--- config.mk ---
export PLATFORM = sky130hd
export DESIGN_NAME = ptsc_fix
export DESIGN_NICKNAME = d
export VERILOG_FILES = /design/src/hw/rtl/assert_macros.svh /design/src/hw/rtl/ptsc_pkg.sv /design/src/hw/rtl/ptsc_fix.sv
export SDC_FILE = /design/constraint.sdc
export NUM_CORES = 1
export LEC_CHECK = 0
export BUFFER_PORTS_ARGS = -buffer_cell sky130_fd_sc_hd__buf_4
export CAP_MARGIN = 20
export CELL_PAD_IN_SITES_DETAIL_PLACEMENT = 1
export CELL_PAD_IN_SITES_GLOBAL_PLACEMENT = 2
export CORE_MARGIN = 2
export CORE_UTILIZATION = 35
export CTS_CLUSTER_DIAMETER = 30
export DETAILED_ROUTE_END_ITERATION = 10
export GPL_TIMING_DRIVEN = 0
export PLACE_DENSITY_LB_ADDON = 0.1
export SLEW_MARGIN = 20
export SYNTH_ARGS = -nofsm -noshare
export SYNTH_HDL_FRONTEND = slang
export SYNTH_SLANG_ARGS = --single-unit
--- constraint.sdc ---
create_clock -name clk -period 3.6 [get_ports clk]
set_input_delay 0.54 -clock clk [delete_from_list [all_inputs] [get_ports clk]]
set_output_delay 0.54 -clock clk [all_outputs]
set_load 0.01 [all_outputs]
--- src/hw/rtl/assert_macros.svh ---
// Assertion helpers for the RTL, included by ptsc_select.
// The block using them must have clk and rst_n in scope.
`ifndef ASSERT_MACROS_SVH
`define ASSERT_MACROS_SVH

// Checked only while out of reset.
`define PTSC_ASSERT(lbl, prop, msg) \
    lbl: assert property (@(posedge clk) disable iff (!rst_n) prop) else $error(msg);

// Checked on every edge, reset included.
`define PTSC_ASSERT_ALWAYS(lbl, prop, msg) \
    lbl: assert property (@(posedge clk) prop) else $error(msg);

`endif

--- src/hw/rtl/ptsc_pkg.sv ---
package ptsc_pkg;

    localparam int NS_W    = 31;   // request time fields
    localparam int PQ_W    = 22;   // ns / 1000 quotient
    localparam int PR_W    = 11;   // uncorrected remainder, < 2000
    localparam int CYC_W   = 23;   // timer cycles, 3 * ns / 1000
    localparam int SDUTY_W = 25;   // servo duty below saturation point
    localparam int SR_W    = 10;   // uncorrected servo remainder, < 610
    localparam int CNT_W   = 16;

    // Servo mode
    localparam logic [NS_W-1:0]    SERVO_PERIOD_NS = 31'd20000000;
    localparam logic [NS_W-1:0]    SERVO_SAT_NS    = 31'd19988480;  // 65536 * 305
    localparam logic [SR_W-1:0]    SERVO_NS_CNT    = 10'd305;
    localparam logic [CNT_W-1:0]   COUNT_MAX       = 16'hFFFF;

    // Reciprocals: floor(2^41 / 1000) and floor(2^33 / 305); estimate is q or q-1
    localparam logic [31:0]        RECIP_1000      = 32'd2199023255;
    localparam int                 RECIP_1000_SH   = 41;
    localparam logic [SDUTY_W-1:0] RECIP_305       = 25'd28163719;
    localparam int                 RECIP_305_SH    = 33;
    localparam logic [PR_W-1:0]    NS_PER_GROUP    = 11'd1000;
    localparam logic [PR_W+1:0]    ONE_GROUP       = 13'd1000;
    localparam logic [PR_W+1:0]    TWO_GROUPS      = 13'd2000;

    localparam logic [CYC_W-1:0]   SCALED_LIMIT    = 23'd255;
    localparam int                 NUM_PRESC       = 8;

    // Prescalers 1,2,4,8,16,64,256,1024 as shifts
    localparam logic [3:0] PRESC_SHIFT [NUM_PRESC] =
        '{4'd0, 4'd1, 4'd2, 4'd3, 4'd4, 4'd6, 4'd8, 4'd10};

    typedef enum logic [1:0] {
        STATUS_OK        = 2'd0,
        STATUS_TOO_SHORT = 2'd1,
        STATUS_TOO_LONG  = 2'd2
    } status_t;

    typedef struct packed {
        logic [NS_W-1:0] duty_time_ns;
        logic [NS_W-1:0] period_time_ns;
    } req_t;

    typedef struct packed {
        logic              servo;
        logic              sat;
        logic [NS_W-1:0]   duty;
        logic [NS_W-1:0]   period;
        logic [62:0]       pprod;
        logic [62:0]       dprod;
        logic [49:0]       sprod;
    } s1_t;

    typedef struct packed {
        logic              servo;
        logic              sat;
        logic [PQ_W-1:0]   pq;
        logic [PR_W-1:0]   pr;
        logic [PQ_W-1:0]   dq;
        logic [PR_W-1:0]   dr;
        logic [CNT_W-1:0]  sq;
        logic [SR_W-1:0]   sr;
    } s2_t;

    typedef struct packed {
        logic              servo;
        logic [CYC_W-1:0]  pcyc;
        logic [CYC_W-1:0]  dcyc;
        logic [CNT_W-1:0]  scount;
    } s3_t;

    typedef struct packed {
        logic              servo_mode;
        logic [2:0]        presc_idx;
        logic [7:0]        period_count;
        logic [CNT_W-1:0]  duty_count;
        status_t           status;
    } res_t;

endpackage

--- src/hw/rtl/ptsc_fix.sv ---
// Stage 3: quotient correction, cycles = 3*q + floor(3*r/1000), servo saturation.
module ptsc_fix (
    input  logic          clk,
    input  logic          rst_n,
    input  logic          in_valid,
    output logic          in_ready,
    input  ptsc_pkg::s2_t in_data,
    output logic          out_valid,
    input  logic          out_ready,
    output ptsc_pkg::s3_t out_data
);

    logic          valid_reg;
    ptsc_pkg::s3_t data_reg;
    ptsc_pkg::s3_t data_next;

    function automatic logic [ptsc_pkg::CYC_W-1:0] to_cycles(
        input logic [ptsc_pkg::PQ_W-1:0] q_est,
        input logic [ptsc_pkg::PR_W-1:0] r_est
    );
        logic [ptsc_pkg::CYC_W-1:0] q;
        logic [ptsc_pkg::PR_W-1:0]  r;
        logic [ptsc_pkg::PR_W+1:0]  r3;
        logic [1:0]                 extra;
        q = ptsc_pkg::CYC_W'(q_est);
        r = r_est;
        if (r >= ptsc_pkg::NS_PER_GROUP)
        begin
            q = q + ptsc_pkg::CYC_W'(1);
            r = r - ptsc_pkg::NS_PER_GROUP;
        end
        r3 = (ptsc_pkg::PR_W+2)'({r, 1'b0}) + (ptsc_pkg::PR_W+2)'(r);
        if (r3 >= ptsc_pkg::TWO_GROUPS)
            extra = 2'd2;
        else if (r3 >= ptsc_pkg::ONE_GROUP)
            extra = 2'd1;
        else
            extra = 2'd0;
        return ptsc_pkg::CYC_W'({q, 1'b0}) + q + ptsc_pkg::CYC_W'(extra);
    endfunction

    assign in_ready = !valid_reg || out_ready;

    always_comb
    begin
        data_next.servo = in_data.servo;
        data_next.pcyc  = to_cycles(in_data.pq, in_data.pr);
        data_next.dcyc  = to_cycles(in_data.dq, in_data.dr);
        if (in_data.sat)
            data_next.scount = ptsc_pkg::COUNT_MAX;
        else if (in_data.sr >= ptsc_pkg::SERVO_NS_CNT)
            data_next.scount = in_data.sq + ptsc_pkg::CNT_W'(1);
        else
            data_next.scount = in_data.sq;
    end

    always_ff @(posedge clk or negedge rst_n)
    begin
        if (!rst_n)
            valid_reg <= 1'b0;
        else if (in_ready)
            valid_reg <= in_valid;
    end

    always_ff @(posedge clk)
    begin
        if (in_valid && in_ready)
            data_reg <= data_next;
    end

    assign out_valid = valid_reg;
    assign out_data  = data_reg;

endmodule

---- Word level (Yosys, flattened, before mapping) ----
Cells that the tools add are included.
storage, ports and cells
  input port bits ......................... 98
  output and inout bits ................... 65
  flip-flop bits (word level) ............. 64
  word-level logic and storage cells ...... 35
cells by class
  multiplexer cells ....................... 9
  order comparisons ....................... 7
  reduce and logical (&&, ||, !) cells .... 3
  add/sub/neg operators ................... 11
operators by type and width
  operator                                               number
  adder 22 x 1 -> 23 bit, second input constant          2
  adder 23 x 2 -> 23 bit                                 2
  adder 23 bit                                           2
  two-way mux 23 bit                                     2
  adder 12 x 11 -> 13 bit                                2
  >= comparator 13 x 10 -> 1 bit, second input constant  2
  >= comparator 13 x 11 -> 1 bit, second input constant  2
  >= comparator 11 x 10 -> 1 bit, second input constant  2
  two-way mux 11 bit                                     2
  subtractor 11 x 10 -> 11 bit, second input constant    2
  adder 16 x 1 -> 16 bit, second input constant          1
  two-way mux 16 bit                                     1
  >= comparator 10 x 9 -> 1 bit, second input constant   1
  two-way mux 2 bit                                      2
  two-way mux 1 bit                                      2
  logical AND 1 bit                                      1
  logical NOT 1 bit                                      1
  logical OR 1 bit                                       1

---- Depth between registers and ports, before layout ----
Gate-level depths: netlist of the first run.
  depth after elaboration ................. 7
  depth in mapped cells ................... 31
  mapped depth without buffers ............ 30

---- Worst setup path after synthesis of the first run ----
No wires, ideal clock.
  path kind ............................... in2reg
  from .................................... input port in_data[27] in the netlist's numbering
  to ...................................... register data_reg (netlist bit out_data[37]), data pin
  stages on the path ...................... 30
  setup slack ............................. -2713 ps
  setup time .............................. 258 ps
  buffers on the path ..................... 1
  data required time ...................... 3342 ps
  arrival ................................. 6056 ps
  cell sequence ........................... inv_1 ha_1 nand3b_1 a211oi_2 or2_2 buf_2 xnor2_1 ha_1 a21o_1 a21oi_1 a31oi_1 o311a_2 or4_1 nand3_1 and4bb_2 nor2_1 fa_1 inv_1 ha_1 inv_1 fa_1 nor2b_1 o21a_1 o21ai_0 a31oi_1 a21oi_1 a21oi_1 a211o_1 a21oi_1 xnor2_1
RTL lines
  element               RTL line        text
  from (decl)           ptsc_fix.sv:7   input ptsc_pkg::s2_t in_data,
  to (signal assigned)  ptsc_fix.sv:68  data_reg <= data_next;
  to (decl)             ptsc_fix.sv:14  ptsc_pkg::s3_t data_reg;

==> run_results.csv, run 1 <==
group,metric,value,unit
flow_run,maxCapViolCount,0,
logic_synthesis,ys.flop_type,"edfxtp_1",
floorplan,die_h,150,um
critical_path,critPathLaunchType,"input port",
timing,min_period,5.93,ns
logic_synthesis,synth_cell_types,80,
power_and_ir_drop,p_clk_frac,0.207,
routing,via_per_inst,5.18,
global_routing,grt_pass1_wl,34.6,mm
routing,drt_first_iter_violations,300,
final_layout,area_growth_syn_to_layout,47.8,%
logic_synthesis,synth-seq-area-share,0.256,
logic_synthesis,syn_area_per_cell,9.09,sq um
power_and_ir_drop,switching_share,0.354,
logic_synthesis,synthArstFlopShare,0.0156,
power_and_ir_drop,power_frac_comb,0.528,
final_layout,drive_gt1_frac,0.404,
final_layout,n_antenna_cell,0,
critical_path,critical_path_arrival,6.01,ns
timing,fin_ws,-2.33,ns
placed_design,portBuffers,160,
power_and_ir_drop,p_sw,1.34,mW
logic_synthesis,yosys_warnings,0,
placed_design,placed_cell_area,9370,sq um
timing,slew_violations,0,
placed_design,placed_cells,1261,
power_and_ir_drop,power.leakage,4.70,nW
timing,period_share,1.65,
critical_path,crit_type,"in2reg",
routing,first_pass_iters,5,
clocking,cts_root_buf,"clkbuf_16",
clocking,cts_tree,"yes",
clocking,clock_sinks,64,
power_and_ir_drop,ir_drop,0.192,mV
floorplan,dieArea,22600,sq um
worst_hold_path,whs_path_depth,1,
clocking,cts_max_level,3,
power_and_ir_drop,intPower,2.45,mW
critical_path,cp_slowest_cell,"fa_2",
critical_path,cp.required,3.68,ns
final_layout,design_area,11100,sq um
logic_synthesis,syn_area,7500,sq um
clocking,clk_pin_slew,0.06,ns
logic_synthesis,syn_nets,1040,
routing,wl_per_cell,16.2,um
floorplan,row_count,53,
timing,tightest_slew,0.820,ns
routing,num_vias,7086,
logic_synthesis,syn-instance-count,825,
clocking,clock_latency,0.34,ns
global_routing,antenna_found_initial,0,
placed_design,hpwlAfterDp,15.9,mm
critical_path,r2r_start,"out_valid",
logic_synthesis,synth-edff-count,63,
critical_path,reg2regPathDepth,3,
power_and_ir_drop,p_seq_frac,0.265,
status,status,"finished, violations left",
clocking,cts_buffers,9,
global_routing,track_usage,0.188,
timing,hold_viol,0,
timing,clock.fmax,169,MHz
critical_path,path_max_fanout,7,
floorplan,boundaryPins,163,
critical_path,ff2ff_setup_slack,2.06,ns
critical_path,reg2reg_to,"out_data[39]",
final_layout,final_nets,1304,
timing,grt_setup_unrepaired,"yes",
worst_hold_path,min_to,"out_data[62]",
status,violations,"setup timing",
logic_synthesis,ys_ff_latch,64,
global_routing,grt_max_degree,33,
floorplan,core,21000,sq um
timing,finalSetupTns,-76.73,ns
placed_design,gp_congestion,0.813,
timing,fin_skew,0.00653,ns
global_routing,globalRouteOverflowTotal,0,
timing,relSlewSlack,0.450,
worst_hold_path,hold_class,"in2reg",
clocking,clk_path_buf_depth,2,
timing,setup_viol,46,
power_and_ir_drop,p_per_area,342,nW/um^2
floorplan,start_util,0.357,
routing,drc,0,
routing,postRouteAntennaNets,0,
global_routing,grt_pass1_vias,7034,
critical_path,cpPeakStageDelay,0.53,ns
critical_path,end_kind,"register",
floorplan,dieWidth,150,um
worst_hold_path,hold_path_startpoint,"in_data[93]",
final_layout,final_cell_count_no_fill,1369,
routing,wirelength,22.1,mm
[stage by stage]
| stage | utilization | hold slack [ns] | setup slack (ns) | total power [mW] |
|---|---|---|---|---|
| finish | 0.527 | 0.388 | -2.33 | 3.79 |
| floorplan | - | 0.244 | -2.36 | 2.04 |
| CTS | 0.500 | 0.371 | -2.28 | 3.61 |
| global placement | 0.445 | 0.315 | -3.38 | 2.52 |
| global route | 0.527 | 0.372 | -2.55 | 4.05 |
| detailed placement | 0.446 | 0.317 | -3.36 | 2.53 |
[cell usage in the layout, fill, tap and decap left out, types with 6 or more instances in the layout]
| cell type | synthesis | routed |
|---|---|---|
| inv_1 | 54 | 39 |
| o21a_1 | 16 | 16 |
| a21oi_1 | 45 | 22 |
| xor2_1 | 25 | 24 |
| clkbuf_16 | 0 | 9 |
| nor2b_1 | 16 | 11 |
| ha_4 | 0 | 14 |
| buf_4 | 3 | 221 |
| o21ai_0 | 31 | 17 |
| nand4b_1 | 6 | 6 |
| o21ai_2 | 1 | 10 |
| a21oi_2 | 0 | 19 |
| inv_2 | 2 | 10 |
| or2_2 | 9 | 6 |
| xnor2_2 | 0 | 10 |
| nand2_1 | 45 | 44 |
| nor2_1 | 54 | 41 |
| mux2_2 | 6 | 6 |
| nor2_2 | 0 | 9 |
| and3_1 | 12 | 12 |
| or3_1 | 6 | 6 |
| nand3_1 | 37 | 35 |
| edfxtp_1 | 63 | 63 |
| a21o_1 | 10 | 10 |
| nand4_1 | 16 | 16 |
| ha_1 | 111 | 96 |
| a31oi_1 | 15 | 9 |
| buf_6 | 0 | 29 |
| xnor2_1 | 87 | 76 |
| nand2b_1 | 21 | 21 |
| nor3_1 | 18 | 13 |
[metal layers]
metal  up-vias  global-route usage  wire length (um)
met5         -                   0                 0
met4         0              0.0425               243
met3        19              0.0224               884
met2       133               0.326             11000
met1      3370               0.250              9970
li1       3564                   -                 -
[cells by family after synthesis]
| logic type | synth area share |
|---|---|
| compound gates | 0.164 |
| xor+xnor | 0.131 |
| fa+ha+maj | 0.202 |
| buf+inv | 0.0349 |
| flops | 0.256 |
| mux | 0.0117 |
| simple gates | 0.201 |
[flip-flops by register name, summed over array words and instances, names as in the netlist]
register / flops
out_data: 63
out_valid: 1
[critical path, delay by kind of cell]
kind / cells / cell delay (ns)
compound gates: 12 / 2.47
fa+ha+maj: 5 / 1.37
simple gates: 6 / 1.07
buf+inv: 5 / 0.34
xor+xnor: 2 / 0.21
[synth_stat cells (all sizes together), types with 5 or more instances]
| cell type | count | area share |
|---|---|---|
| ha | 111 | 0.19 |
| xnor2 | 87 | 0.10 |
| edfxtp | 63 | 0.25 |
| inv | 56 | 0.028 |
| nor2 | 55 | 0.029 |
| a21oi | 45 | 0.030 |
| nand2 | 45 | 0.023 |
| nand3 | 38 | 0.026 |
| o21ai | 32 | 0.022 |
| xor2 | 25 | 0.029 |
| nand2b | 21 | 0.018 |
| nor3 | 19 | 0.013 |
| nor2b | 17 | 0.015 |
| nand4 | 16 | 0.013 |
| o21a | 16 | 0.016 |
| a31oi | 15 | 0.013 |
| and3 | 13 | 0.011 |
| a21o | 12 | 0.012 |
| and2 | 9 | 0.0075 |
| or2 | 9 | 0.0075 |
| a211oi | 8 | 0.010 |
| or3 | 7 | 0.0060 |
| buf | 6 | 0.0050 |
| fa | 6 | 0.016 |
| mux2 | 6 | 0.0090 |
| nand4b | 6 | 0.0070 |
| nand3b | 5 | 0.0050 |
| o211ai | 5 | 0.0050 |
| o21bai | 5 | 0.0050 |
[timing repair]
| action | 4_1_cts | 5_1_grt |
|---|---|---|
| buffers inserted | 58 | 46 |
| hold endpoints to repair | 1 | 0 |
| hold buffers | 1 | 0 |
| cloned | 0 | 0 |
| setup endpoints to repair | 46 | 46 |
| gates resized for setup | 103 | 69 |
| pin swaps | 77 | 88 |
[area by class of cell]
| class | instances | area [sq um] |
|---|---|---|
| well taps | 275 | 344 |
| plain buffers | 7 | 38.8 |
| multi-input cells | 696 | 6180 |
| inverters | 56 | 264 |
| clock inverters | 6 | 26.3 |
| fillers | 2380 | 9930 |
| repair buffers | 255 | 2090 |
| flip-flops and latches | 64 | 1920 |
| clock buffers | 10 | 229 |
[power by group through the flow]
stage	Clock, mW	Sequential, mW	Combinational, mW
after CTS	0.814	1.00	1.80
after global placement	0	1.02	1.50
after global routing	0.843	1.01	2.20
after floorplan	0	1.06	0.974
final	0.786	1.00	2.00
after detailed placement	0	1.02	1.52
[worst max path at each step]
stage                 from  depth (start not counted)           end
6_report       in_data[30]                         30  out_data[37]
5_1_grt        in_data[61]                         31  out_data[60]
3_3_place_gp   in_data[28]                         32  out_data[37]
4_1_cts        in_data[61]                         29  out_data[61]
3_5_place_dp   in_data[28]                         32  out_data[37]
2_1_floorplan  in_data[29]                         29  out_data[37]
Note: power is estimated with default switching activity, not from simulation.
==> run 2: changes to the inputs <==
CORE_MARGIN = not set   (was 2)
SKIP_CTS_REPAIR_TIMING = 1   (was not set)
==> run 2 against run 1 <==
Against the previous run: the flow still finishes with violations (setup timing); sequential share of layout area increased by 0.94 points; count of clock-buffer cells in the layout unchanged; setup slack got worse by 0.13 ns; combinational power decreased by 10%; non-clock buffer count decreased by 51; first-iteration DRC count decreased by 34%; die area decreased by 2.6%; worst hold slack got worse by 0.0026 ns; largest power group unchanged.
==> run_results.csv, run 2 (synthesized netlist as in run 1, its figures left out) <==
group,metric,value,unit
global_routing,track_usage,0.175,
status,violations,"setup timing",
timing,holdWs,0.385,ns
worst_hold_path,hold_path_startpoint,"in_data[93]",
routing,first_pass_iters,4,
timing,fin_skew,0.00396,ns
critical_path,crit_top_cell,"ha_4",
floorplan,dieArea,22000,sq um
routing,drc,0,
floorplan,die_h,148,um
timing,relSlewSlack,0.485,
timing,slew_violations,0,
floorplan,row_count,53,
worst_hold_path,whs_path_depth,1,
timing,clock.fmax,165,MHz
timing,period_share,1.68,
critical_path,cpPeakStageDelay,0.54,ns
critical_path,cp.required,3.69,ns
routing,via_per_inst,5.18,
global_routing,antenna_found_initial,0,
critical_path,r2r_start,"out_valid",
placed_design,placed_cells,1261,
timing,min_period,6.05,ns
routing,postRouteAntennaNets,0,
timing,setup_viol,46,
global_routing,grt_max_degree,33,
timing,grt_setup_unrepaired,"yes",
critical_path,critical_path_arrival,6.14,ns
placed_design,preCtsSetupSlack,-3.27,ns
global_routing,globalRouteOverflowTotal,0,
worst_hold_path,hold_class,"in2reg",
global_routing,grt_pass1_vias,6508,
flow_run,maxCapViolCount,0,
final_layout,n_fill_cell,2404,
clocking,cts_buffers,9,
clocking,clock_sinks,64,
floorplan,boundaryPins,163,
power_and_ir_drop,ir_drop,0.201,mV
critical_path,reg2reg_to,"out_data[39]",
critical_path,critPathLaunchType,"input port",
placed_design,gp_congestion,0.768,
timing,fin_ws,-2.45,ns
routing,num_vias,6827,
floorplan,start_util,0.357,
critical_path,reg2regPathDepth,3,
power_and_ir_drop,power.leakage,4.38,nW
critical_path,path_max_fanout,4,
clocking,clk_path_buf_depth,2,
clocking,cts_tree,"yes",
clocking,cts_max_level,3,
routing,drt_first_iter_violations,198,
critical_path,startpoint,"in_data[61]",
global_routing,grt_pass1_wl,31.3,mm
placed_design,portBuffers,160,
final_layout,largest_reg_flops,63,
final_layout,mostFrequentLayoutCells,"buf_4, ha_1, xnor2_1",
timing,tightest_slew,0.767,ns
critical_path,cp_slowest_cell,"fa_2",
timing,hold_viol,0,
status,status,"finished, violations left",
clocking,clock_latency,0.34,ns
clocking,cts_root_buf,"clkbuf_16",
worst_hold_path,min_to,"out_data[62]",
final_layout,n_antenna_cell,0,
critical_path,end_kind,"register",
final_layout,final_nets,1253,
critical_path,ff2ff_setup_slack,2.06,ns
floorplan,core,21000,sq um
routing,wirelength,20.3,mm
critical_path,crit_type,"in2reg",
final_layout,drive_gt1_frac,0.356,
power_and_ir_drop,p_total,3.68,mW
floorplan,dieWidth,148,um
routing,wl_per_cell,15.4,um
final_layout,layout_commonest_cell,"buf_4",
placed_design,hpwlAfterDp,15.8,mm
final_layout,final_cell_count_no_fill,1318,
clocking,clk_pin_slew,0.06,ns
power_and_ir_drop,p_per_area,350,nW/um^2
final_layout,area_growth_syn_to_layout,40.2,%
==> run 2: changes by cell type in the layout (fill, tap and decap cells not counted), sizes merged <==
| cell | change |
|---|---|
| clkinvlp | +3 |
| clkinv | -1 |
| buf | -51 |
| bufinv | +1 |
| inv | -3 |
==> run 2: per-layer routing <==
| layer | global-route usage | part of all wire | wire length [um] |
|---|---|---|---|
| met2 | 0.287 | 0.47 | 9570 |
| met4 | 0.0541 | 0.015 | 311 |
| met3 | 0.0270 | 0.035 | 720 |
| met1 | 0.237 | 0.48 | 9720 |
| met5 | 0 | 0 | 0 |
==> run 2: final cells by class <==
class	instances	area, sq um	share of cell area
inverter	56	275	0.0262
clock inverter	6	60.1	0.00571
clock buffer	10	229	0.0218
tap	275	344	0.0327
timing repair buffer	203	1610	0.153
multi-input combinational	696	6020	0.573
buffer	8	58.8	0.00559
sequential	64	1920	0.182
==> run 2: worst max-delay path, delay by kind of cell <==
kind | cells | cell delay (ns)
AOI/OAI and AO/OA | 13 | 3.15
adders and majority gates | 4 | 1.07
and+or+nand+nor | 5 | 0.73
xor gates and xnor gates | 3 | 0.34
buffers and inverters | 4 | 0.30
==> run 2: worst max path at each step <==
| stage | slack [ns] | end | cells after the start |
|---|---|---|---|
| global route | -2.73 | out_data[61] | 29 |
| global placement | -3.34 | out_data[37] | 32 |
| floorplan | -2.36 | out_data[37] | 29 |
| finish | -2.45 | out_data[61] | 29 |
| CTS | -2.95 | out_data[37] | 32 |
| detailed placement | -3.27 | out_data[37] | 32 |
==> run 2: stage by stage <==
| stage | setup TNS (ns) | utilization | area, sq um |
|---|---|---|---|
| floorplan | -74.97 | - | 7800 |
| global placement | -108.94 | 0.445 | 9350 |
| detailed placement | -108.83 | 0.446 | 9370 |
| CTS | -93.31 | 0.460 | 9660 |
| global route | -88.87 | 0.500 | 10500 |
| finish | -77.74 | 0.500 | 10500 |
==> run 2: where the power goes <==
group / total [mW] / internal, mW / switching, mW
clock network: 0.882 / 0.533 / 0.349
registers: 0.999 / 0.972 / 0.0270
logic: 1.80 / 0.882 / 0.915
==> run 3: changes to the inputs <==
SLEW_MARGIN = not set   (was 20)
TNS_END_PERCENT = 50   (was not set)
==> run 3 against run 2 <==
Against the previous run: the run still ends with setup timing left; largest cell class unchanged; utilization up 0.20 points; via count down 0.48%; clock power about the same; final cell count is the same; power is 0.29% higher.
==> run_results.csv, run 3 (synthesized netlist as in run 1, its figures left out) <==
group,metric,value,unit
status,status,"finished, violations left",
status,violations,"setup timing",
final_layout,final_nets,1253,
placed_design,portBuffers,160,
global_routing,grt_pass1_wl,32.1,mm
clocking,cts_tree,"yes",
clocking,cts_root_buf,"clkbuf_16",
timing,grt_setup_unrepaired,"yes",
floorplan,boundaryPins,163,
final_layout,design_area,10600,sq um
timing,fin_ws,-2.57,ns
power_and_ir_drop,p_total,3.69,mW
global_routing,grt_max_degree,64,
placed_design,placed_cells,1260,
routing,wl_per_cell,15.5,um
floorplan,dieWidth,148,um
routing,postRouteAntennaNets,0,
placed_design,hpwlAfterDp,16.1,mm
timing,min_period,6.17,ns
final_layout,layout_commonest_cell,"buf_4",
power_and_ir_drop,power.leakage,4.39,nW
floorplan,row_count,53,
final_layout,largest_reg_flops,63,
final_layout,drive_gt1_frac,0.360,
critical_path,cp_slowest_cell,"fa_2",
clocking,clk_pin_slew,0.06,ns
critical_path,path_max_fanout,5,
power_and_ir_drop,p_per_area,349,nW/um^2
timing,hold_viol,0,
timing,finalSetupTns,-79.46,ns
final_layout,mostFrequentLayoutCells,"buf_4, ha_1, xnor2_1",
power_and_ir_drop,ir_drop,0.224,mV
critical_path,critical_path_arrival,6.26,ns
floorplan,die_h,148,um
clocking,clock_sinks,64,
timing,tightest_slew,0.927,ns
critical_path,crit_type,"in2reg",
worst_hold_path,hold_class,"in2reg",
flow_run,maxCapViolCount,0,
timing,clock.fmax,162,MHz
critical_path,crit_top_cell,"ha_4",
global_routing,grt_pass1_vias,6625,
global_routing,globalRouteOverflowTotal,0,
routing,first_pass_iters,4,
timing,slew_violations,0,
critical_path,end_kind,"register",
timing,setup_viol,46,
clocking,clock_latency,0.34,ns
critical_path,cp.required,3.69,ns
critical_path,cpPeakStageDelay,0.54,ns
timing,period_share,1.71,
timing,fin_skew,0.00737,ns
clocking,cts_max_level,3,
clocking,clk_path_buf_depth,2,
global_routing,antenna_found_initial,0,
final_layout,post-route-util,0.502,
routing,wirelength,20.5,mm
global_routing,track_usage,0.180,
critical_path,critPathLaunchType,"input port",
final_layout,final_cell_count_no_fill,1318,
routing,via_per_inst,5.15,
routing,drt_first_iter_violations,143,
routing,num_vias,6794,
floorplan,core,21000,sq um
routing,drc,0,
final_layout,n_antenna_cell,0,
placed_design,placed_cell_area,9340,sq um
floorplan,start_util,0.357,
final_layout,n_fill_cell,2392,
timing,relSlewSlack,0.378,
placed_design,gp_congestion,0.827,
timing,holdWs,0.381,ns
floorplan,dieArea,22000,sq um
clocking,cts_buffers,9,
final_layout,area_growth_syn_to_layout,40.7,%
placed_design,preCtsSetupSlack,-3.45,ns
run 3: changes by cell type in the layout (fill, tap and decap cells not counted), sizes merged:
cell    previous run  this run
inv               51        53
clkinv             6         4
run 3: area by class of cell:
| class | instances | area (sq um) | share of cell area |
|---|---|---|---|
| Clock buffer | 10 | 229 | 0.0217 |
| Timing Repair Buffer | 203 | 1590 | 0.150 |
| Multi-Input combinational cell | 696 | 6090 | 0.577 |
| Sequential cell | 64 | 1920 | 0.182 |
| Inverter | 56 | 270 | 0.0256 |
| Buffer | 8 | 58.8 | 0.00557 |
| Clock inverter | 6 | 60.1 | 0.00569 |
| Tap cell | 275 | 344 | 0.0326 |
run 3: layer usage:
metal	global-route usage	part of all wire	wire, um	vias to the layer above
li1	-	-	-	3472
met1	0.234	0.47	9570	3205
met2	0.313	0.50	10200	102
met3	0.0227	0.024	486	15
met4	0.0495	0.011	233	0
met5	0	0	0	-
run 3: path summary, 6_finish.rpt:
path | cells after the start | start | to | slack (ns)
setup / recovery | 31 | in_data[60] | out_data[60] | -2.57
hold / removal | 1 | in_data[93] | out_data[62] | 0.38
setup reg to reg | 2 | out_valid | out_data[57] | 1.93
hold reg to reg | 2 | out_valid | out_valid | 0.57
max in group asynchronous | 2 | rst_n | out_valid | 3.00
min in group asynchronous | 2 | rst_n | out_valid | 0.52
run 3: critical path, delay by kind of cell:
family	cells	cell delay, ns
AO/OA/AOI/OAI	12	3.05
adder cells (fa/ha/maj)	5	1.25
AND/OR/NAND/NOR	6	0.73
buffers and inverters	5	0.36
XOR/XNOR	3	0.31
run 3: report_power, final:
group / internal, mW / switching [mW]
combinational: 0.887 / 0.912
sequential: 0.974 / 0.0333
clock: 0.533 / 0.349
