==> src/hw/rtl/assert_macros.svh <==
// Assertion helpers for the RTL, included by ptsc_select.
// The block using them must have clk and rst_n in scope.
`ifndef ASSERT_MACROS_SVH
`define ASSERT_MACROS_SVH

// Checked only while out of reset.
`define PTSC_ASSERT(lbl, prop, msg) \
    lbl: assert property (@(posedge clk) disable iff (!rst_n) prop) else $error(msg);

// Checked on every edge, reset included.
`define PTSC_ASSERT_ALWAYS(lbl, prop, msg) \
    lbl: assert property (@(posedge clk) prop) else $error(msg);

`endif

==> src/hw/rtl/ptsc_pkg.sv <==
package ptsc_pkg;

    localparam int NS_W    = 31;   // request time fields
    localparam int PQ_W    = 22;   // ns / 1000 quotient
    localparam int PR_W    = 11;   // uncorrected remainder, < 2000
    localparam int CYC_W   = 23;   // timer cycles, 3 * ns / 1000
    localparam int SDUTY_W = 25;   // servo duty below saturation point
    localparam int SR_W    = 10;   // uncorrected servo remainder, < 610
    localparam int CNT_W   = 16;

    // Servo mode
    localparam logic [NS_W-1:0]    SERVO_PERIOD_NS = 31'd20000000;
    localparam logic [NS_W-1:0]    SERVO_SAT_NS    = 31'd19988480;  // 65536 * 305
    localparam logic [SR_W-1:0]    SERVO_NS_CNT    = 10'd305;
    localparam logic [CNT_W-1:0]   COUNT_MAX       = 16'hFFFF;

    // Reciprocals: floor(2^41 / 1000) and floor(2^33 / 305); estimate is q or q-1
    localparam logic [31:0]        RECIP_1000      = 32'd2199023255;
    localparam int                 RECIP_1000_SH   = 41;
    localparam logic [SDUTY_W-1:0] RECIP_305       = 25'd28163719;
    localparam int                 RECIP_305_SH    = 33;
    localparam logic [PR_W-1:0]    NS_PER_GROUP    = 11'd1000;
    localparam logic [PR_W+1:0]    ONE_GROUP       = 13'd1000;
    localparam logic [PR_W+1:0]    TWO_GROUPS      = 13'd2000;

    localparam logic [CYC_W-1:0]   SCALED_LIMIT    = 23'd255;
    localparam int                 NUM_PRESC       = 8;

    // Prescalers 1,2,4,8,16,64,256,1024 as shifts
    localparam logic [3:0] PRESC_SHIFT [NUM_PRESC] =
        '{4'd0, 4'd1, 4'd2, 4'd3, 4'd4, 4'd6, 4'd8, 4'd10};

    typedef enum logic [1:0] {
        STATUS_OK        = 2'd0,
        STATUS_TOO_SHORT = 2'd1,
        STATUS_TOO_LONG  = 2'd2
    } status_t;

    typedef struct packed {
        logic [NS_W-1:0] duty_time_ns;
        logic [NS_W-1:0] period_time_ns;
    } req_t;

    typedef struct packed {
        logic              servo;
        logic              sat;
        logic [NS_W-1:0]   duty;
        logic [NS_W-1:0]   period;
        logic [62:0]       pprod;
        logic [62:0]       dprod;
        logic [49:0]       sprod;
    } s1_t;

    typedef struct packed {
        logic              servo;
        logic              sat;
        logic [PQ_W-1:0]   pq;
        logic [PR_W-1:0]   pr;
        logic [PQ_W-1:0]   dq;
        logic [PR_W-1:0]   dr;
        logic [CNT_W-1:0]  sq;
        logic [SR_W-1:0]   sr;
    } s2_t;

    typedef struct packed {
        logic              servo;
        logic [CYC_W-1:0]  pcyc;
        logic [CYC_W-1:0]  dcyc;
        logic [CNT_W-1:0]  scount;
    } s3_t;

    typedef struct packed {
        logic              servo_mode;
        logic [2:0]        presc_idx;
        logic [7:0]        period_count;
        logic [CNT_W-1:0]  duty_count;
        status_t           status;
    } res_t;

endpackage

==> src/hw/rtl/ptsc_select.sv <==
`include "assert_macros.svh"

// Stage 4: prescaler pick, result assembly, output register.
module ptsc_select (
    input  logic           clk,
    input  logic           rst_n,
    input  logic           in_valid,
    output logic           in_ready,
    input  ptsc_pkg::s3_t  in_data,
    output logic           out_valid,
    input  logic           out_ready,
    output ptsc_pkg::res_t out_data
);

    logic           valid_reg;
    ptsc_pkg::res_t data_reg;
    ptsc_pkg::res_t data_next;
    logic           found;
    logic [2:0]     idx;
    logic [7:0]     sp_sel;
    logic [ptsc_pkg::CYC_W-1:0] sp;
    logic           res_servo;
    logic           res_err;
    logic           res_stall;
    logic           servo_clean;
    logic           err_clean;

    assign in_ready = !valid_reg || out_ready;

    // first prescaler giving a scaled period below 255
    always_comb
    begin
        found  = 1'b0;
        idx    = '0;
        sp_sel = '0;
        for (int i = 0; i < ptsc_pkg::NUM_PRESC; i++)
        begin
            sp = in_data.pcyc >> ptsc_pkg::PRESC_SHIFT[i];
            if (!found && sp < ptsc_pkg::SCALED_LIMIT)
            begin
                found  = 1'b1;
                idx    = 3'(i);
                sp_sel = sp[7:0];
            end
        end
    end

    always_comb
    begin
        data_next.servo_mode      = 1'b0;
        data_next.presc_idx       = '0;
        data_next.period_count    = '0;
        data_next.duty_count      = '0;
        data_next.status          = ptsc_pkg::STATUS_OK;
        priority if (in_data.servo)
        begin
            data_next.servo_mode = 1'b1;
            data_next.duty_count = in_data.scount;
        end
        else if (!found)
            data_next.status = ptsc_pkg::STATUS_TOO_LONG;
        else if (sp_sel == 8'd0)
            data_next.status = ptsc_pkg::STATUS_TOO_SHORT;
        else
        begin
            data_next.presc_idx       = idx;
            data_next.period_count    = sp_sel - 8'd1;
            data_next.duty_count      = ptsc_pkg::CNT_W'(in_data.dcyc
                                        >> ptsc_pkg::PRESC_SHIFT[idx]);
        end
    end

    always_ff @(posedge clk or negedge rst_n)
    begin
        if (!rst_n)
            valid_reg <= 1'b0;
        else if (in_ready)
            valid_reg <= in_valid;
    end

    always_ff @(posedge clk)
    begin
        if (in_valid && in_ready)
            data_reg <= data_next;
    end

    assign out_valid = valid_reg;
    assign out_data  = data_reg;

    // shorthand for the checks below
    assign res_servo   = valid_reg && data_reg.servo_mode;
    assign res_err     = valid_reg && data_reg.status != ptsc_pkg::STATUS_OK;
    assign res_stall   = valid_reg && !out_ready;
    assign servo_clean = data_reg.presc_idx == 3'd0 && data_reg.period_count == 8'd0
                         && data_reg.status == ptsc_pkg::STATUS_OK;
    assign err_clean   = data_reg.duty_count == 16'd0 && data_reg.period_count == 8'd0
                         && !data_reg.servo_mode;

    `PTSC_ASSERT(a_servo_fields, res_servo |-> servo_clean, "servo result with 8-bit fields set")
    `PTSC_ASSERT(a_err_fields, res_err |-> err_clean, "error result with nonzero fields")
    `PTSC_ASSERT(a_hold, res_stall |=> valid_reg && $stable(data_reg), "stalled result changed")
    `PTSC_ASSERT_ALWAYS(a_reset_empty, !rst_n |=> !valid_reg, "result valid right after reset")

endmodule

==> config.mk <==
export PLATFORM = sky130hd
export DESIGN_NAME = ptsc_select
export DESIGN_NICKNAME = d
export VERILOG_FILES = /design/src/hw/rtl/ptsc_pkg.sv /design/src/hw/rtl/ptsc_select.sv
export VERILOG_INCLUDE_DIRS = /design/src /design/src/hw/rtl
export SDC_FILE = /design/constraint.sdc
export NUM_CORES = 1
export LEC_CHECK = 0
export ABC_CLOCK_PERIOD_IN_PS = 1700
export BUFFER_PORTS_ARGS = -buffer_cell sky130_fd_sc_hd__buf_2
export CAP_MARGIN = 20
export CORE_MARGIN = 1
export CORE_UTILIZATION = 50
export CTS_CLUSTER_DIAMETER = 60
export DETAILED_ROUTE_END_ITERATION = 12
export PLACE_DENSITY = 0.83
export SYNTH_ARGS = -nofsm -noshare
export SYNTH_HDL_FRONTEND = slang
export SYNTH_SLANG_ARGS = --single-unit
==> constraint.sdc <==
create_clock -name clk -period 1.7 [get_ports clk]
set_input_delay 0.34 -clock clk [delete_from_list [all_inputs] [get_ports clk]]
set_output_delay 0.34 -clock clk [all_outputs]
set_load 0.02 [all_outputs]
Yosys cells after proc, flatten, opt, wreduce, memory -nomap -nowiden
Memory sizes are Yosys's and may differ from the RTL's. Cells that the tools add are included.

$add $sub $neg: 1. Multiply operators: 0. Div/mod/pow operators: 0. $lt $le $gt $ge: 9. Equality and inequality tests: 0. Shifts and indexed selects: 1. Mux-type cells: 31. Bitwise logic cells: 2. Reduce and logical (&&, ||, !) cells: 20.

Operator list (number): $mux W8 (8); $mux W16 (3); $lt A23 B8 Y1 const B (1); $shr A23 B4 Y16 (1); $lt A22 B8 Y1 const B (1); $lt A21 B8 Y1 const B (1); $lt A20 B8 Y1 const B (1); $lt A19 B8 Y1 const B (1); $lt A17 B8 Y1 const B (1); $lt A15 B8 Y1 const B (1); $lt A13 B8 Y1 const B (1); $mux W3 (4); $mux W1 (11); $logic_and A1 B1 Y1 (8); $logic_not A1 Y1 (8); $logic_not A8 Y1 (1); $mux W4 (2); $sub A8 B1 Y8 const B (1); $mux W2 (3); $ge A4 B4 Y1 const B (1); $not A3 Y4 (1); $reduce_or A3 Y1 (1); $reduce_or A2 Y1 (1); $logic_or A1 B1 Y1 (1); $not A1 Y1 (1).

Flip-flop bits (word level): 31. Latch bits: 0. Memory bits (writable): 0. ROM bits: 32. Bits of input ports: 67. Output and inout bits: 32. Word-level logic and storage cells: 72. Memories kept: 1.

Memories: (name not given) (depth 8, width 4, read ports 1, clocked after Yosys merged registers in 0, wr ports 0, RTL line ptsc_select.sv:69) `>> ptsc_pkg::PRESC_SHIFT[idx]);`.

Logic depth before layout (Yosys ltp)
Gate-level depths: netlist (run 1).

Depth after elaboration: 31. Mapped depth: 16. Depth with buffers taken out: 12.

Worst setup path before layout (run 1)
No wires, ideal clock.

Path kind: input to register. Start point: input port in_data[57] (netlist bit). End point: register data_reg, in the netlist out_data[4] (data pin). Library setup time: 0.257 ns. Arrival: 3.641 ns. Data required time: 1.443 ns. Path slack: -2.198 ns. Cell stages on the path: 13. Buffers on the path: 1. Cell sequence: or4_4 -> or4_4 -> a211oi_2 -> a2111o_1 -> a41oi_1 -> a221o_1 -> inv_1 -> ha_1 -> nand3_1 -> or4bb_1 -> o21ai_4 -> buf_4 -> o21ai_1.

RTL lines: from (decl) (RTL line ptsc_select.sv:9) `input ptsc_pkg::s3_t in_data,`; to (signal assigned) (RTL line ptsc_select.sv:84) `data_reg <= data_next;`; to (decl) (RTL line ptsc_select.sv:16) `ptsc_pkg::res_t data_reg;`.

==> impl_metrics.py, run 1 <==
metrics = {
    "floorplan": {
        "die_area_sq_mm": 0.00688,
        "core_area_sq_mm": 0.00635,
        "die_x_microns": 82.9,
        "row_count": 29,
        "ios": 99,
        "fp.dieH_microns": 82.9,
        "start_util_pct": 51.6,
    },
    "hold_path": {
        "holdCritPathClass": "in -> reg",
        "whs_path_depth": 2,
        "hold_start": "in_valid",
        "hold_end": "out_valid",
    },
    "critical_path": {
        "reg2reg_from": "out_valid",
        "r2r_end": "out_data[3]",
        "critPathMaxFanout": 13,
        "worst-endpoint-required_ps": 1710,
        "worst-endpoint-arrival_ps": 3560,
        "rr_worst_depth": 2,
        "r2r_setup_slack_ps": 210,
        "worst-setup-path-type": "in -> reg",
        "endpoint_kind": "flop",
        "start_kind": "primary input",
    },
    "pwr": {
        "power.density_mw_per_mm2": 411,
        "peakVddDrop_v": 0.000751,
        "p_leak_nw": 2.25,
        "total_power_w": 0.00208,
    },
    "layout": {
        "diodes": 0,
        "layout-area-overhead-vs-synth_pct": 54.7,
        "finalNetCount": 690,
        "drive_gt1_share_pct": 45.4,
        "n_fill_cell": 421,
    },
    "sta": {
        "finClkSkew_ps": 9.52,
        "max_slew.worst_pin.slew_ps": 931,
        "fin_crit_sh_pct": 209,
        "min_period_ps": 3550,
        "hold_violations": 0,
        "drv_slew": 0,
        "max_slew_margin_pct": 37.7,
        "setup_viol": 28,
        "clock.fmax_mhz": 282,
        "rsz0062_at_grt": "true",
        "setup_slack_ps": -1850,
        "holdWs_ps": 317,
    },
    "grt": {
        "overflow": 0,
        "antenna_found_initial": 0,
        "track_usage_pct": 39.6,
        "grt_max_degree": 31,
        "grt_pass1_wl_microns": 21800,
        "grt_pass1_vias": 4351,
    },
    "synthesis": {
        "syn_inst": 396,
        "async_flop_share_pct": 3.23,
        "netlist_area_sq_mm": 0.00327,
        "ys_warn_count": 0,
        "synth_seq_cells": 31,
        "yosys.cell_types.count": 61,
        "synth_top_flop_cell": "edfxtp_1",
        "synth.yosys.seq_area_share_pct": 28.3,
        "syn_area_per_cell_sq_um": 8.27,
        "syn-num-nets": 465,
        "synth_edf_count": 30,
    },
    "route": {
        "dr.pass1.iters": 9,
        "vias_per_cell": 6.38,
        "wl_per_cell_microns": 19.9,
        "num_vias": 4456,
        "antenna_left": 0,
        "drt_iter0_drc": 422,
        "drt_wl_total_microns": 13900,
        "post-route-drc-count": 1,
    },
    "clock_tree": {
        "path_clk_slew_ps": 60,
        "insertion_delay_ps": 280,
        "cts_root_buf": "clkbuf_8",
        "cts_buffers": 5,
        "cts_tree": "done",
        "htreeDepth": 2,
        "clockBufferDepth": 2,
        "clkSinkCount": 31,
    },
    "placement": {
        "hpwl_microns": 11000,
        "gp_congestion": 1.04,
        "pre_cts_ws_ps": -2100,
        "portBuffers": 98,
    },
    "job": {
        "cap_violations": 0,
    },
    "outcome": {
        "violations": "DRC, setup timing",
        "run_status": "complete, but fails checks",
    },
}
[kinds of logic after synthesis]
kind of cell    after synthesis  share of synthesized area, %
compound gates              128                          27.7
mux                          38                          11.8
simple gates                162                          26.8
xor+xnor                      1                         0.268
flops                        31                          28.3
buf+inv                      34                          4.47
fa+ha+maj                     2                         0.764
[layout by cell type (no fill, tap or decap), drive strengths merged, types with 7 or more instances in the layout]
| cell | netlist | final |
|---|---|---|
| mux2i | 34 | 34 |
| a221oi | 7 | 7 |
| nor3 | 12 | 12 |
| nand2 | 42 | 42 |
| edfxtp | 30 | 30 |
| a22oi | 7 | 7 |
| inv | 9 | 9 |
| a21oi | 12 | 12 |
| o21ai | 37 | 37 |
| or3 | 8 | 8 |
| nor2 | 30 | 30 |
| buf | 10 | 241 |
| and3 | 9 | 9 |
| nor4 | 12 | 12 |
| nand3 | 11 | 11 |
| nand4 | 17 | 17 |
[cells in the mapped netlist, types with 2 or more instances]
master | count | area (sq um)
a2111o_1 | 2 | 22.5
a2111oi_0 | 4 | 35.0
a211oi_1 | 3 | 22.5
a21o_1 | 4 | 30.0
a21oi_1 | 12 | 60.1
a221oi_1 | 7 | 61.3
a22oi_1 | 7 | 52.6
a31o_2 | 5 | 43.8
a31oi_1 | 6 | 37.5
a41oi_1 | 2 | 17.5
and2_1 | 2 | 12.5
and3_1 | 9 | 56.3
and4_1 | 6 | 52.6
buf_2 | 6 | 30.0
buf_4 | 3 | 22.5
clkbuf_1 | 15 | 56.3
edfxtp_1 | 30 | 901
ha_1 | 2 | 25.0
inv_1 | 9 | 33.8
mux2_2 | 4 | 45.0
mux2i_1 | 34 | 340
nand2_1 | 42 | 158
nand2b_1 | 3 | 18.8
nand3_1 | 11 | 55.1
nand4_1 | 17 | 106
nor2_1 | 30 | 113
nor3_1 | 12 | 60.1
nor4_1 | 8 | 50.1
nor4_2 | 3 | 37.5
o2111ai_1 | 6 | 52.6
o211ai_1 | 6 | 45.0
o21ai_0 | 26 | 130
o21ai_1 | 10 | 50.1
o221ai_1 | 3 | 26.3
o22ai_1 | 3 | 18.8
o311ai_0 | 3 | 26.3
o31ai_1 | 6 | 45.0
or3_1 | 8 | 50.1
or4_1 | 4 | 30.0
or4_4 | 2 | 22.5
[registers in the layout, indices dropped and copies added, names as in the netlist]
signal / flops
out_data: 30
out_valid: 1
[through the flow]
step                utilization (%)  TNS (ps)  area (sq um)  std cells
floorplan                         -    -56500          3320        396
global placement               76.7    -54940          4870        688
detailed placement             76.7    -57470          4870        688
CTS                            79.0    -49130          5010        697
global route                   79.8    -51910          5060        698
finish                         79.8    -50730          5060        698
[power breakdown]
group | leakage [nW] | total, W | switching [W] | internal [W]
Clock | 0.0414 | 0.000519 | 0.000248 | 0.000272
Sequential | 0.308 | 0.000894 | 0.0000114 | 0.000883
Combinational | 1.90 | 0.000669 | 0.000380 | 0.000289
[layer usage]
metal  vias up  global-route usage, %  share of wire [%]
met5         -                      0                  0
met4         0                   17.9                4.0
met3        66                   7.26                9.3
met2       308                   67.3                 48
met1      2028                   48.8                 39
li1       2054                      -                  -
[area by class of cell]
class	count	area (sq um)	area share (%)
inverters	9	33.8	0.667
clock buffers	5	68.8	1.36
clock inverters	2	8.76	0.173
multi-input cells	331	2310	45.5
flip-flops and latches	31	926	18.3
repair buffers	243	1630	32.1
well taps	77	96.3	1.90
[what timing repair did]
action | in CTS | in global routing
resized for setup | 10 | 7
buffers inserted | 1 | 0
pin swaps | 1 | 2
setup endpoints to repair | 28 | 28
hold endpoints to repair | 1 | 0
hold buffers | 1 | 0
cloned | 0 | 1
[how the worst max path moves through the flow]
stage               cells after the start  slack, ps         from           end
finish                                 14      -1850  in_data[57]   out_data[8]
global route                           14      -1880  in_data[57]   out_data[8]
CTS                                    14      -1800  in_data[57]   out_data[4]
detailed placement                     14      -2100  in_data[57]   out_data[4]
global placement                       14      -2000  in_data[57]  out_data[17]
floorplan                              13      -2070  in_data[57]   out_data[4]
[worst max-delay path, stage by stage]
cell and delay, ps:
buf_6 90, or4_4 570, or4_4 530, a211oi_4 190, a2111o_1 190, a41oi_2 50
a221o_1 310, inv_2 80, ha_4 120, nand3_2 50, or4bb_4 550, o21ai_4 210
clkbuf_16 210, o21ai_1 70
No activity file was read; power rests on OpenSTA's default activity.
==> run 2, diff against run 1 <==
CORE_UTILIZATION = 45   (was 50)
PLACE_DENSITY = 0.76   (was 0.83)
==> run 2 against run 1 <==
  * The run ends with setup timing left
  * Sequential power is essentially flat
  * Register-to-register slack gained 40 ps
  * Maximum frequency grew 2.3%
  * Cell area grew 1.1%
  * Sequential share of layout area shrank 0.19 points
  * Combinational power shrank 1%
  * Clock power grew 39%
  * Flip-flop and latch count is the same
  * Worst setup slack gained 80 ps
  * Largest power group unchanged
==> impl_metrics.py, run 2 (synthesis results as in run 1) <==
metrics = {
    "hold_path": {
        "hold_start": "in_valid",
        "holdCritPathClass": "in -> reg",
        "whs_path_depth": 2,
        "hold_end": "out_valid",
    },
    "clock_tree": {
        "path_clk_slew_ps": 60,
        "clkSinkCount": 31,
        "clockBufferDepth": 2,
        "cts_tree": "done",
        "cts_buffers": 5,
        "cts_root_buf": "clkbuf_8",
        "insertion_delay_ps": 290,
        "htreeDepth": 2,
    },
    "sta": {
        "fin_crit_sh_pct": 204,
        "setup_viol": 28,
        "max_slew_margin_pct": 48.4,
        "drv_slew": 0,
        "min_period_ps": 3470,
        "hold_violations": 0,
        "max_slew.worst_pin.slew_ps": 755,
        "clock.fmax_mhz": 288,
        "setup_slack_ps": -1770,
        "rsz0062_at_grt": "true",
        "finClkSkew_ps": 9.85,
    },
    "route": {
        "wl_per_cell_microns": 19.0,
        "drt_wl_total_microns": 13700,
        "num_vias": 4498,
        "antenna_left": 0,
        "dr.pass1.iters": 5,
        "post-route-drc-count": 0,
        "drt_iter0_drc": 309,
        "vias_per_cell": 6.24,
    },
    "critical_path": {
        "reg2reg_from": "out_valid",
        "worst-endpoint-arrival_ps": 3500,
        "critPathMaxFanout": 20,
        "r2r_setup_slack_ps": 250,
        "start_kind": "primary input",
        "endpoint_kind": "flop",
        "r2r_end": "out_data[23]",
        "rr_worst_depth": 2,
        "worst-endpoint-required_ps": 1730,
        "worst-setup-path-type": "in -> reg",
    },
    "placement": {
        "portBuffers": 98,
        "gp_congestion": 1.01,
        "placed_area_sq_mm": 0.00494,
        "dp.cells": 710,
        "hpwl_microns": 10900,
    },
    "pwr": {
        "peakVddDrop_v": 0.000256,
        "power.density_mw_per_mm2": 444,
        "p_leak_nw": 2.27,
    },
    "layout": {
        "n_fill_cell": 550,
        "layout_commonest_cell": "buf_4",
        "mostFrequentLayoutCells": "143 x buf_4, 96 x buf_2, 42 x nand2_1",
        "largest_register_ffs": 30,
        "drive_gt1_share_pct": 45.4,
        "design_area_sq_mm": 0.00512,
        "diodes": 0,
        "layout-area-overhead-vs-synth_pct": 56.3,
        "final_cells": 721,
        "finalNetCount": 693,
    },
    "grt": {
        "grt_pass1_wl_microns": 21600,
        "grt_max_degree": 31,
        "track_usage_pct": 36.8,
        "overflow": 0,
        "grt_pass1_vias": 4329,
        "antenna_found_initial": 0,
    },
    "job": {
        "cap_violations": 0,
    },
    "floorplan": {
        "core_area_sq_mm": 0.00691,
        "die_x_microns": 87.3,
        "start_util_pct": 47.4,
        "ios": 99,
        "die_area_sq_mm": 0.00762,
        "fp.dieH_microns": 87.3,
        "row_count": 30,
    },
    "outcome": {
        "violations": "setup timing",
        "run_status": "complete, but fails checks",
    },
}
run 2: changes by cell type in the layout (fill, tap and decap cells not counted), sizes merged:
cell and change:
buf +4, bufinv +1, clkbuf -1
run 2: final cells by class:
cell class,instances,area (sq um),area share [%]
clock buffer,5,68.8,1.34
clock inverter,3,38.8,0.758
inverter,9,33.8,0.660
multi-input combinational,331,2270,44.4
sequential,31,926,18.1
tap,96,120,2.35
timing repair buffer,246,1660,32.4
run 2: critical path: stages:
cell      delay, ps
buf_6            90
or4_4           530
or4_4           510
a211oi_4        190
a2111o_1        180
a41oi_2          40
a221o_1         320
inv_2            90
ha_4            120
nand3_2          50
or4bb_4         550
o21ai_4         200
buf_12          170
o31ai_1         100
run 2: layer usage:
layer	global-route usage [%]	vias up	part of all wire [%]
met5	0	-	0
met4	14.0	0	3.1
met3	4.83	49	8.0
met2	63.3	260	48
met1	46.7	2134	41
li1	-	2055	-
run 2: report_power, final:
part           internal (W)  total, W  switching [W]  leakage [nW]
registers          0.000882  0.000892     0.00000981         0.308
clock network      0.000429  0.000719       0.000290        0.0556
logic              0.000294  0.000661       0.000367          1.91
run 2: how the worst max path moves through the flow:
stage / startpoint / endpoint / slack, ps
after detailed placement: in_data[57] / out_data[17] / -2090
after global placement: in_data[57] / out_data[17] / -1980
after CTS: in_data[57] / out_data[7] / -1750
after floorplan: in_data[57] / out_data[4] / -2070
after global routing: in_data[57] / out_data[7] / -1910
final: in_data[57] / out_data[13] / -1770
run 2: through the flow:
stage	hold slack [ps]	total power, W	setup TNS [ps]	worst slack [ps]	util [%]
6_report	262	0.00227	-48220	-1770	74.1
5_1_grt	278	0.00234	-52210	-1910	74.1
4_1_cts	272	0.00225	-47690	-1750	73.8
3_5_place_dp	118	0.00154	-56550	-2090	71.6
3_3_place_gp	114	0.00152	-54570	-1980	71.6
2_1_floorplan	44.4	0.00119	-56500	-2070	-
run 2: repair_timing:
action | 4_1_cts | 5_1_grt
resized for setup | 10 | 2
endpoints found under the setup margin | 28 | 28
cloned | 0 | 0
hold endpoints to repair | 1 | 0
hold buffers | 1 | 0
pin swaps | 1 | 2
buffers inserted | 0 | 2
==> run 3, diff against run 2 <==
ABC_AREA = 1   (was default)
CORE_UTILIZATION = 53   (was 45)
PLACE_DENSITY = 0.87   (was 0.76)
==> run 3 against run 2 <==
  * The run still ends with setup timing left
  * Via count is 11% higher
  * Highest routed layer unchanged
  * Non-clock buffer count shrank 42
  * Synthesized cell count is 42% higher
  * Die area is 12% lower
  * Critical endpoint is now out_data[12]
  * Combinational power barely moved
  * Clock power is 22% lower
  * Largest cell class unchanged
==> impl_metrics.py, run 3 <==
metrics = {
    "outcome": {
        "run_status": "complete, but fails checks",
        "violations": "setup timing",
    },
    "sta": {
        "tns_ps": -23460,
        "finClkSkew_ps": 9.11,
        "rsz0062_at_grt": "true",
        "max_slew_margin_pct": 65.3,
        "fin_crit_sh_pct": 156,
        "hold_violations": 0,
        "clock.fmax_mhz": 377,
        "min_period_ps": 2650,
        "max_slew.worst_pin.slew_ps": 519,
        "drv_slew": 0,
        "setup_viol": 28,
        "setup_slack_ps": -953,
    },
    "layout": {
        "layout-area-overhead-vs-synth_pct": 56.5,
        "diodes": 0,
        "layout_commonest_cell": "nand2_1",
        "final_cells": 829,
        "drive_gt1_share_pct": 42.2,
        "largest_register_ffs": 30,
        "finalNetCount": 823,
        "mostFrequentLayoutCells": "180 x nand2_1, 91 x buf_4, 88 x buf_2",
    },
    "route": {
        "dr.pass1.iters": 8,
        "post-route-drc-count": 0,
        "antenna_left": 0,
        "drt_wl_total_microns": 14400,
        "num_vias": 4986,
        "drt_iter0_drc": 721,
        "vias_per_cell": 6.01,
        "wl_per_cell_microns": 17.4,
    },
    "clock_tree": {
        "insertion_delay_ps": 290,
        "cts_root_buf": "clkbuf_8",
        "htreeDepth": 2,
        "clkSinkCount": 31,
        "cts_tree": "done",
        "clockBufferDepth": 2,
        "cts_buffers": 5,
        "path_clk_slew_ps": 60,
    },
    "floorplan": {
        "die_x_microns": 81.7,
        "core_area_sq_mm": 0.00603,
        "row_count": 28,
        "ios": 99,
        "fp.dieH_microns": 81.7,
        "die_area_sq_mm": 0.00668,
        "start_util_pct": 55.9,
    },
    "synthesis": {
        "synth_compound_area_share_pct": 7.80,
        "synth_top_area_cell": "edfxtp_1",
        "synth.area.mux_share_pct": 0,
        "synth_adder_area_share_pct": 0.743,
        "yosysMostFrequentCell": "nand2_1",
        "synth_seq_cells": 31,
        "synth.yosys.seq_area_share_pct": 27.5,
        "synth-xor-area-share_pct": 0.260,
        "yosys.cell_types.count": 38,
        "yosys.area_share.simple_pct": 52.0,
        "synthDominantCellAreaShare_pct": 26.7,
        "synth_edf_count": 30,
        "syn_inst": 563,
        "synthTopCellsByArea": "edfxtp_1 27%, nand2_1 22%, nand3_1 9.7%, nor2_1 7.5%, inv_1 6.5%",
        "synth_top_family_by_area": "simple AND/OR/NAND/NOR gates",
        "syn-num-nets": 632,
        "async_flop_share_pct": 3.23,
        "ys_warn_count": 0,
        "synth_top_flop_cell": "edfxtp_1",
        "netlist_area_sq_mm": 0.00337,
        "syn_area_per_cell_sq_um": 5.98,
        "netlist_top_cells_count": "194 x nand2_1, 67 x nor2_1, 65 x nand3_1, 58 x inv_1, 30 x edfxtp_1",
    },
    "critical_path": {
        "cpPeakStageDelay_ps": 180,
        "worst-endpoint-required_ps": 1730,
        "critPathMaxFanout": 6,
        "cp_cell_sequence": "buf_8 -> nor2_4 -> nand2_2 -> nor2_4 -> buf_6 -> nand3_4 -> nand2_4 -> buf_4 -> nor2_1 -> nor2_1 -> nand4_1 -> nor2_2 -> nand2_1 -> nor2_2 -> nand2_4 -> buf_6 -> nand4_1 -> nand2_1",
        "r2r_end": "out_data[16]",
        "worst-setup-path-type": "in -> reg",
        "rr_worst_depth": 2,
        "endpoint_kind": "flop",
        "start_kind": "primary input",
        "reg2reg_from": "out_valid",
        "critPathSlowestCell": "nor2_2",
        "worst-endpoint-arrival_ps": 2690,
        "r2r_setup_slack_ps": 540,
    },
    "grt": {
        "track_usage_pct": 39.3,
        "grt_max_degree": 31,
        "overflow": 0,
        "antenna_found_initial": 0,
        "grt_pass1_wl_microns": 20000,
        "grt_pass1_vias": 4154,
    },
    "placement": {
        "portBuffers": 98,
        "pre_cts_ws_ps": -1150,
        "dp.cells": 804,
        "gp_congestion": 0.931,
        "hpwl_microns": 9100,
    },
    "job": {
        "cap_violations": 0,
    },
    "pwr": {
        "peakVddDrop_v": 0.000622,
        "total_power_w": 0.00212,
        "p_leak_nw": 2.73,
        "power.density_mw_per_mm2": 403,
    },
    "hold_path": {
        "hold_start": "in_data[1]",
        "whs_path_depth": 3,
        "hold_end": "out_data[3]",
        "holdCritPathClass": "in -> reg",
    },
}
==> run 3: cell types whose count changed after synthesis, moves of 17 or more <==
cell / delta
nand3_1: +54
mux2i_1: -34
o21ai_0: -17
inv_1: +49
nor2_1: +37
nand2_1: +152
==> run 3: report_power, final <==
group | total (W) | internal [W] | switching [W] | leakage, nW
clock network | 0.000563 | 0.000272 | 0.000291 | 0.0414
logic | 0.000664 | 0.000266 | 0.000398 | 2.38
registers | 0.000896 | 0.000882 | 0.0000135 | 0.308
==> run 3: cell type report <==
class / instances / area, sq um
Timing Repair Buffer: 204 / 1470
Clock inverter: 2 / 8.76
Fill cell: 331 / 753
Inverter: 73 / 284
Tap cell: 75 / 93.8
Sequential cell: 31 / 926
Clock buffer: 5 / 68.8
Multi-Input combinational cell: 439 / 2420
==> run 3: worst max path at each step <==
| stage | from | endpoint | slack, ps |
|---|---|---|---|
| 4_1_cts | in_data[61] | out_data[11] | -670 |
| 3_5_place_dp | in_data[57] | out_data[5] | -1150 |
| 3_3_place_gp | in_data[57] | out_data[4] | -930 |
| 5_1_grt | in_data[51] | out_data[12] | -1070 |
| 2_1_floorplan | in_data[49] | out_data[6] | -760 |
| 6_report | in_data[56] | out_data[12] | -950 |
==> run 3: timing repair <==
action | in CTS | in global routing
cloned | 1 | 1
hold buffers | 1 | 0
hold endpoints to repair | 1 | 0
pin swaps | 19 | 33
gates resized for setup | 60 | 47
setup buffers | 8 | 8
setup endpoints to repair | 28 | 28
==> run 3: metrics by stage <==
| step | util (%) | hold slack (ps) | cell area (sq um) |
|---|---|---|---|
| 6_report | 87.5 | 328 | 5270 |
| 5_1_grt | 87.5 | 325 | 5270 |
| 4_1_cts | 83.3 | 338 | 5020 |
| 3_5_place_dp | 76.6 | 120 | 4620 |
| 3_3_place_gp | 76.6 | 115 | 4620 |
| 2_1_floorplan | - | 44.4 | 3460 |
==> run 3: cell families (layout without fill, tap and decap cells) <==
| logic type | Yosys count | count (layout) |
|---|---|---|
| simple gates | 390 | 390 |
| buf+inv | 93 | 284 |
| compound gates | 46 | 46 |
| flops | 31 | 31 |
| fa+ha+maj | 2 | 2 |
| xor+xnor | 1 | 1 |
==> run 3: critical path, delay by kind of cell <==
family                 cells  cell delay (ps)
and+or+nand+nor           14             1810
buffers and inverters      4              520
==> run 3: per-layer routing <==
metal / wire length, microns / part of all wire, % / track usage, % / vias to the layer above
li1: - / - / - / 2210
met1: 5080 / 35 / 49.9 / 2186
met3: 1990 / 14 / 8.89 / 119
met2: 6410 / 44 / 61.2 / 471
met4: 970 / 6.7 / 21.8 / 0
met5: 0 / 0 / 0 / -
